## src/design/pls_pkg.sv

```systemverilog
// shared types, constants and configuration codes of the line follow steering unit
`timescale 1ns / 1ps

package pls_pkg;

    // line sensor full scale; the error percent is taken against half of it
    localparam int LINE_FULL_SCALE = 6000;
    localparam int PCT_DIVISOR_RAW = LINE_FULL_SCALE / 2 / 100;
    localparam int PCT_DIVISOR     = (PCT_DIVISOR_RAW < 1) ? 1 : PCT_DIVISOR_RAW;

    // |err| below these bounds means percent at most 20, 40 and 70
    localparam logic [16:0] NEAR_BOUND = 17'(21 * PCT_DIVISOR);
    localparam logic [16:0] MID_BOUND  = 17'(41 * PCT_DIVISOR);
    localparam logic [16:0] WIDE_BOUND = 17'(71 * PCT_DIVISOR);

    localparam int          PWM_FULL   = 65535;
    localparam logic [9:0]  SPEED_UNIT = 10'(PWM_FULL / 100);

    // reciprocal of 100 for 16 bit gains: q = (g * GAIN_RECIP) >> GAIN_SHIFT
    localparam int          GAIN_SHIFT = 23;
    localparam logic [16:0] GAIN_RECIP = 17'(((64'd1 << GAIN_SHIFT) + 64'd99) / 64'd100);

    // reciprocal of 100 for 30 bit remainder products
    localparam int          LO_SHIFT     = 37;
    localparam longint unsigned LO_RECIP_FULL = ((64'd1 << LO_SHIFT) + 64'd99) / 64'd100;
    localparam logic [30:0] LO_RECIP     = 31'(LO_RECIP_FULL);

    // reciprocal of 5 for the 80 and 60 percent base speeds
    localparam int          FIFTH_SHIFT = 21;
    localparam logic [18:0] FIFTH_RECIP = 19'(((64'd1 << FIFTH_SHIFT) + 64'd4) / 64'd5);

    // configuration port
    localparam int CFG_INDEX_W = 3;
    localparam int CFG_DATA_W  = 23;

    localparam logic [CFG_INDEX_W-1:0] REG_PROP_GAIN  = 3'd0;
    localparam logic [CFG_INDEX_W-1:0] REG_INTEG_GAIN = 3'd1;
    localparam logic [CFG_INDEX_W-1:0] REG_DERIV_GAIN = 3'd2;
    localparam logic [CFG_INDEX_W-1:0] REG_WINDUP     = 3'd3;
    localparam logic [CFG_INDEX_W-1:0] REG_MAX_SPEED  = 3'd4;

    localparam int PID_W = 35;

    typedef enum logic [1:0] {
        ZONE_NEAR,
        ZONE_MID,
        ZONE_WIDE,
        ZONE_FAR
    } zone_t;

    // gains held as quotient and remainder of a division by 100
    typedef struct packed {
        logic [9:0]  p_quo;
        logic [6:0]  p_rem;
        logic [9:0]  i_quo;
        logic [6:0]  i_rem;
        logic [9:0]  d_quo;
        logic [6:0]  d_rem;
        logic [22:0] windup;
        logic [16:0] base_full;
        logic [16:0] base_80;
        logic [16:0] base_60;
    } cfg_t;

    typedef struct packed {
        logic signed [PID_W-1:0] pid;
        zone_t                   zone;
    } pid_word_t;

endpackage

```

## src/design/pls_cfg.sv

```systemverilog
// configuration registers with gains split by 100 and derived base speeds
`timescale 1ns / 1ps

module pls_cfg (
    input  logic                             aclk,
    input  logic                             aresetn,
    input  logic                             cfg_wr_en,
    input  logic [pls_pkg::CFG_INDEX_W-1:0]  cfg_index,
    input  logic [pls_pkg::CFG_DATA_W-1:0]   cfg_wdata,
    output pls_pkg::cfg_t                    cfg
);
    import pls_pkg::*;

    logic [9:0]  p_quo_reg, i_quo_reg, d_quo_reg;
    logic [6:0]  p_rem_reg, i_rem_reg, d_rem_reg;
    logic [22:0] windup_reg;
    logic [16:0] full_reg, base80_reg, base60_reg;

    logic [15:0] gain_in;
    logic [32:0] gain_prod;
    logic [9:0]  gain_quo;
    logic [15:0] gain_hundreds;
    logic [15:0] gain_diff;
    logic [6:0]  gain_rem;
    logic [16:0] full_next;
    logic [18:0] full_x4, full_x3;
    logic [37:0] prod_80, prod_60;
    logic [16:0] base80_next, base60_next;

    always_comb begin
        gain_in       = cfg_wdata[15:0];
        gain_prod     = 33'(gain_in) * 33'(GAIN_RECIP);
        gain_quo      = gain_prod[GAIN_SHIFT+9:GAIN_SHIFT];
        // 100 * q as shifts: 64 + 32 + 4
        gain_hundreds = (16'(gain_quo) << 6) + (16'(gain_quo) << 5) + (16'(gain_quo) << 2);
        gain_diff     = gain_in - gain_hundreds;
        gain_rem      = gain_diff[6:0];

        full_next     = 17'(cfg_wdata[6:0]) * 17'(SPEED_UNIT);

        // full * 8 / 10 = full * 4 / 5, full * 6 / 10 = full * 3 / 5
        full_x4       = {full_reg, 2'b00};
        full_x3       = {1'b0, full_reg, 1'b0} + 19'(full_reg);
        prod_80       = 38'(full_x4) * 38'(FIFTH_RECIP);
        prod_60       = 38'(full_x3) * 38'(FIFTH_RECIP);
        base80_next   = prod_80[FIFTH_SHIFT+16:FIFTH_SHIFT];
        base60_next   = prod_60[FIFTH_SHIFT+16:FIFTH_SHIFT];
    end

    always_ff @(posedge aclk) begin
        if (!aresetn) begin
            p_quo_reg  <= '0;
            p_rem_reg  <= '0;
            i_quo_reg  <= '0;
            i_rem_reg  <= '0;
            d_quo_reg  <= '0;
            d_rem_reg  <= '0;
            windup_reg <= '0;
            full_reg   <= '0;
            base80_reg <= '0;
            base60_reg <= '0;
        end else begin
            if (cfg_wr_en) begin
                unique case (cfg_index)
                    REG_PROP_GAIN: begin
                        p_quo_reg <= gain_quo;
                        p_rem_reg <= gain_rem;
                    end
                    REG_INTEG_GAIN: begin
                        i_quo_reg <= gain_quo;
                        i_rem_reg <= gain_rem;
                    end
                    REG_DERIV_GAIN: begin
                        d_quo_reg <= gain_quo;
                        d_rem_reg <= gain_rem;
                    end
                    REG_WINDUP: begin
                        windup_reg <= cfg_wdata[22:0];
                    end
                    REG_MAX_SPEED: begin
                        full_reg <= full_next;
                    end
                    default: begin
                    end
                endcase
            end
            base80_reg <= base80_next;
            base60_reg <= base60_next;
        end
    end

    always_comb begin
        cfg.p_quo     = p_quo_reg;
        cfg.p_rem     = p_rem_reg;
        cfg.i_quo     = i_quo_reg;
        cfg.i_rem     = i_rem_reg;
        cfg.d_quo     = d_quo_reg;
        cfg.d_rem     = d_rem_reg;
        cfg.windup    = windup_reg;
        cfg.base_full = full_reg;
        cfg.base_80   = base80_reg;
        cfg.base_60   = base60_reg;
    end

endmodule

```

## config.mk

```make
export PLATFORM = sky130hd
export DESIGN_NAME = pls_cfg
export DESIGN_NICKNAME = d
export VERILOG_FILES = /design/src/design/pls_pkg.sv /design/src/design/pls_cfg.sv
export SDC_FILE = /design/constraint.sdc
export NUM_CORES = 1
export LEC_CHECK = 0
export BUFFER_PORTS_ARGS = -buffer_cell sky130_fd_sc_hd__buf_4
export CAP_MARGIN = 20
export CORE_UTILIZATION = 60
export CTS_CLUSTER_DIAMETER = 120
export CTS_CLUSTER_SIZE = 14
export DETAILED_ROUTE_END_ITERATION = 10
export GPL_ROUTABILITY_DRIVEN = 1
export PLACE_DENSITY_LB_ADDON = 0.2
export SYNTH_ARGS = -nofsm -noshare
export SYNTH_HDL_FRONTEND = slang
export SYNTH_SLANG_ARGS = --single-unit
```

## constraint.sdc

```tcl
create_clock -name aclk -period 19.69 [get_ports aclk]
set_input_delay 3.938 -clock aclk [delete_from_list [all_inputs] [get_ports aclk]]
set_output_delay 3.938 -clock aclk [all_outputs]
set_load 0.03 [all_outputs]
```

==> results.md <==
* Starting Density at 61.3%
* Vias in the first global route at 16400
* Fin crit period at 11290 ps
* FILL cells at 2815
* Gpl congestion at 0.989
* WS Path Type: primary input to flip-flop
* Insertion delay to the later sink of the worst-skew pair at 440 ps
* Core Region at 34800 um2
* Post-Route Skew at 12.8 ps
* YS warnings at 0
* FMAX at 88.6 MHz
* Final ANT Viol Nets at 0
* Met1 Usage GRT at 37.1%
* Yosys top cell area share at 29.7%
* Top cell type by total area after synthesis: fa_1
* I/O pins at 154
* Worst slew pin tran at 1050 ps
* 1st-pass router iterations at 5
* Pwr Density at 128 nW/um2
* # diodes at 0
* Status: complete, no violations
* Setup TNS Final at 0 ps
* Max Fanout on Critical Path at 7
* Clk sinks at 125
* Layout Nets at 3197
* Rows at 68
* Post-Synthesis Cell Area at 21300 um2
* Via count at 15400
* Worst hold path class: flip-flop to flip-flop
* Cell leakage power at 13.6 nW
* RR Startpoint: full_reg[0]
* Pin count of the biggest net entering global routing at 74
* Post-synth top cells: inv_1 (555), ha_1 (463), fa_1 (317), nand2_1 (172), dfxtp_1 (125)
* Worst-path clk slew at 60 ps
* Final non-filler cell total at 2856
* Final HPWL DP at 45100 um
* Primary FF master, synth: dfxtp_1
* Worst Path Required at 20020 ps
* First-pass GRT wire length at 83600 um
* Pre-CTS setup slack at 8030 ps
* Post-DP Area at 22900 um2
* R2r setup slk at 10440 ps
* Vias per inst at 5.38
* R2R depth at 31
* Post-synth EDFFs at 0
* Top cells by area, synth: fa_1 (30%), ha_1 (27%), dfxtp_1 (12%), inv_1 (9.8%), nand2_1 (3.0%)
* VDD IR max at 0.000190 V
* Crit path DAT at 11620 ps
* Worst path slowest cell: fa_1
* Initial antenna violation count at 0
* Met2 Usage GRT at 52.5%
* Hold-fix buffers, CTS at 0
* Gr usage total at 30.0%
* CTS tree: done
* Finished Cell Area at 23500 um2
* Max reg flops at 23
* Hold violation count in the final report at 0
* Endpoint class of the critical path: flip-flop
* Met3 Track Usage GR at 5.02%
* Synth Register Bits at 125
* Clock buffer depth at 2
* Layout cells sized above 1 at 8.70%
* GRT overflow at 0
* Ys async rst share at 0%
* Area delta synth->final at 10.2%
* Global route hottest layer: met2
* CP startpoint kind: primary input
* Unrepaired setup endpoints after global routing: no
* Setup violators final at 0
* RR Endpoint: base60_reg[15]
* Clock root cell: clkbuf_16
* Post-Syn Instances at 2249
* Critical Path Sink: d_rem_reg[6]
* Sequential area share after synthesis at 11.7%
* Die H at 191 um
* Post_cts resized at 0
* Die Wd at 191 um
* Yosys cell types at 65
* H-tree depth at 4
* Slew Viols, Final at 0
* Placed Instances at 2824
* Setup bufs post-CTS at 0
* Final period util at 57.3%
* Drt first-iter violations at 707
* PnR worst setup slack at 8400 ps
* Die area at 36300 um2
* Post-Syn Nets at 3058
* Final WL at 51600 um
* Max Cap Violations at 0
* Worst Setup SP: cfg_wdata[14]
* Count leader, synth: inv_1
* Post-layout util at 67.6%
* CTS Buf Count at 17
* Number of remaining DRC errors at 0
* Port bufs at 153
* Crit path largest cell delay at 600 ps
* Avg Inst Size Synth at 9.49 um2
* Post-DR wirelength/cell at 18.1 um
* Slew HR at 29.7%
-- per-stage QoR --
step           hold WS [ps]  power, mW
2_1_floorplan           583       2.08
3_3_place_gp            445       2.57
3_5_place_dp            447       2.68
4_1_cts                 456       3.02
5_1_grt                 472       3.36
6_report                456       3.01
-- critical path: cells and delay by family --
| kind | cells | cell delay [ps] |
|---|---|---|
| AND/OR/NAND/NOR | 4 | 560 |
| adder cells (fa/ha/maj) | 10 | 4350 |
| XOR/XNOR | 4 | 880 |
| buffers and inverters | 7 | 500 |
| AO/OA/AOI/OAI | 7 | 1370 |
-- final cells by class --
class                           instances  area [um2]  area share (%)
Multi-Input combinational cell       1534       16600            70.6
Sequential cell                       125        2500            10.6
Inverter                              556        2090            8.87
Timing Repair Buffer                  154        1160            4.92
Tap cell                              455         569            2.42
Clock buffer                           19         443            1.88
Clock inverter                         13         146           0.623
-- metal layers --
metal	vias up	part of all wire, %
met5	-	0
met4	0	3.3
met3	103	4.8
met2	335	50
met1	7549	42
li1	7388	-
-- kinds of logic (layout without fill, tap and decap cells) --
| family | after synthesis | in the layout | synth area share, % |
|---|---|---|---|
| adder cells (fa/ha/maj) | 780 | 780 | 56.9 |
| buffers and inverters | 590 | 742 | 10.4 |
| AND/OR/NAND/NOR | 373 | 373 | 8.26 |
| AO/OA/AOI/OAI | 282 | 282 | 8.49 |
| flip-flops | 125 | 125 | 11.7 |
| XOR/XNOR | 96 | 96 | 4.08 |
| multiplexers | 3 | 3 | 0.141 |
-- layout by cell type, fill, tap and decap left out, types with 3 or more instances in the layout --
master / synthesis / final
a211o_1: 3 / 3
a211oi_1: 14 / 14
a21boi_0: 10 / 10
a21boi_1: 4 / 4
a21o_1: 33 / 33
a21oi_1: 105 / 105
a21oi_2: 5 / 5
a311oi_1: 3 / 3
a31oi_1: 6 / 6
and2_1: 42 / 42
and3_1: 10 / 10
and3b_1: 4 / 4
buf_4: 1 / 154
clkbuf_16: 0 / 17
dfxtp_1: 125 / 125
fa_1: 317 / 317
ha_1: 463 / 463
inv_1: 555 / 555
inv_6: 0 / 4
inv_8: 0 / 5
mux2i_1: 3 / 3
nand2_1: 172 / 172
nand2b_1: 4 / 4
nand3_1: 24 / 24
nand4_1: 7 / 7
nor2_1: 50 / 50
nor2b_1: 11 / 11
nor3_1: 16 / 16
nor3b_1: 5 / 5
o211ai_1: 8 / 8
o21a_1: 10 / 10
o21ai_0: 46 / 46
o21ai_1: 3 / 3
o21bai_1: 8 / 8
or2_2: 10 / 10
or3_1: 8 / 8
xnor2_1: 60 / 60
xor2_1: 33 / 33
-- where the power goes --
| part | switching (mW) | leakage (nW) | total, mW | internal, mW |
|---|---|---|---|---|
| clock | 0.139 | 0.289 | 0.322 | 0.183 |
| sequential | 0.0195 | 1.01 | 0.303 | 0.283 |
| combinational | 1.39 | 12.3 | 2.39 | 1.00 |
| total | 1.55 | 13.6 | 3.01 | 1.47 |
-- how the worst min path moves through the flow --
stage                   startpoint             end  slack [ps]  cells past startpoint
detailed placement    p_rem_reg[6]    p_rem_reg[6]         450                      2
global placement    windup_reg[21]  windup_reg[21]         450                      2
CTS                   p_rem_reg[6]    p_rem_reg[6]         460                      2
finish                p_rem_reg[6]    p_rem_reg[6]         460                      2
global route          p_rem_reg[6]    p_rem_reg[6]         470                      2
floorplan             d_rem_reg[6]    d_rem_reg[6]         580                      2
Power figures use the tool's default switching activity.
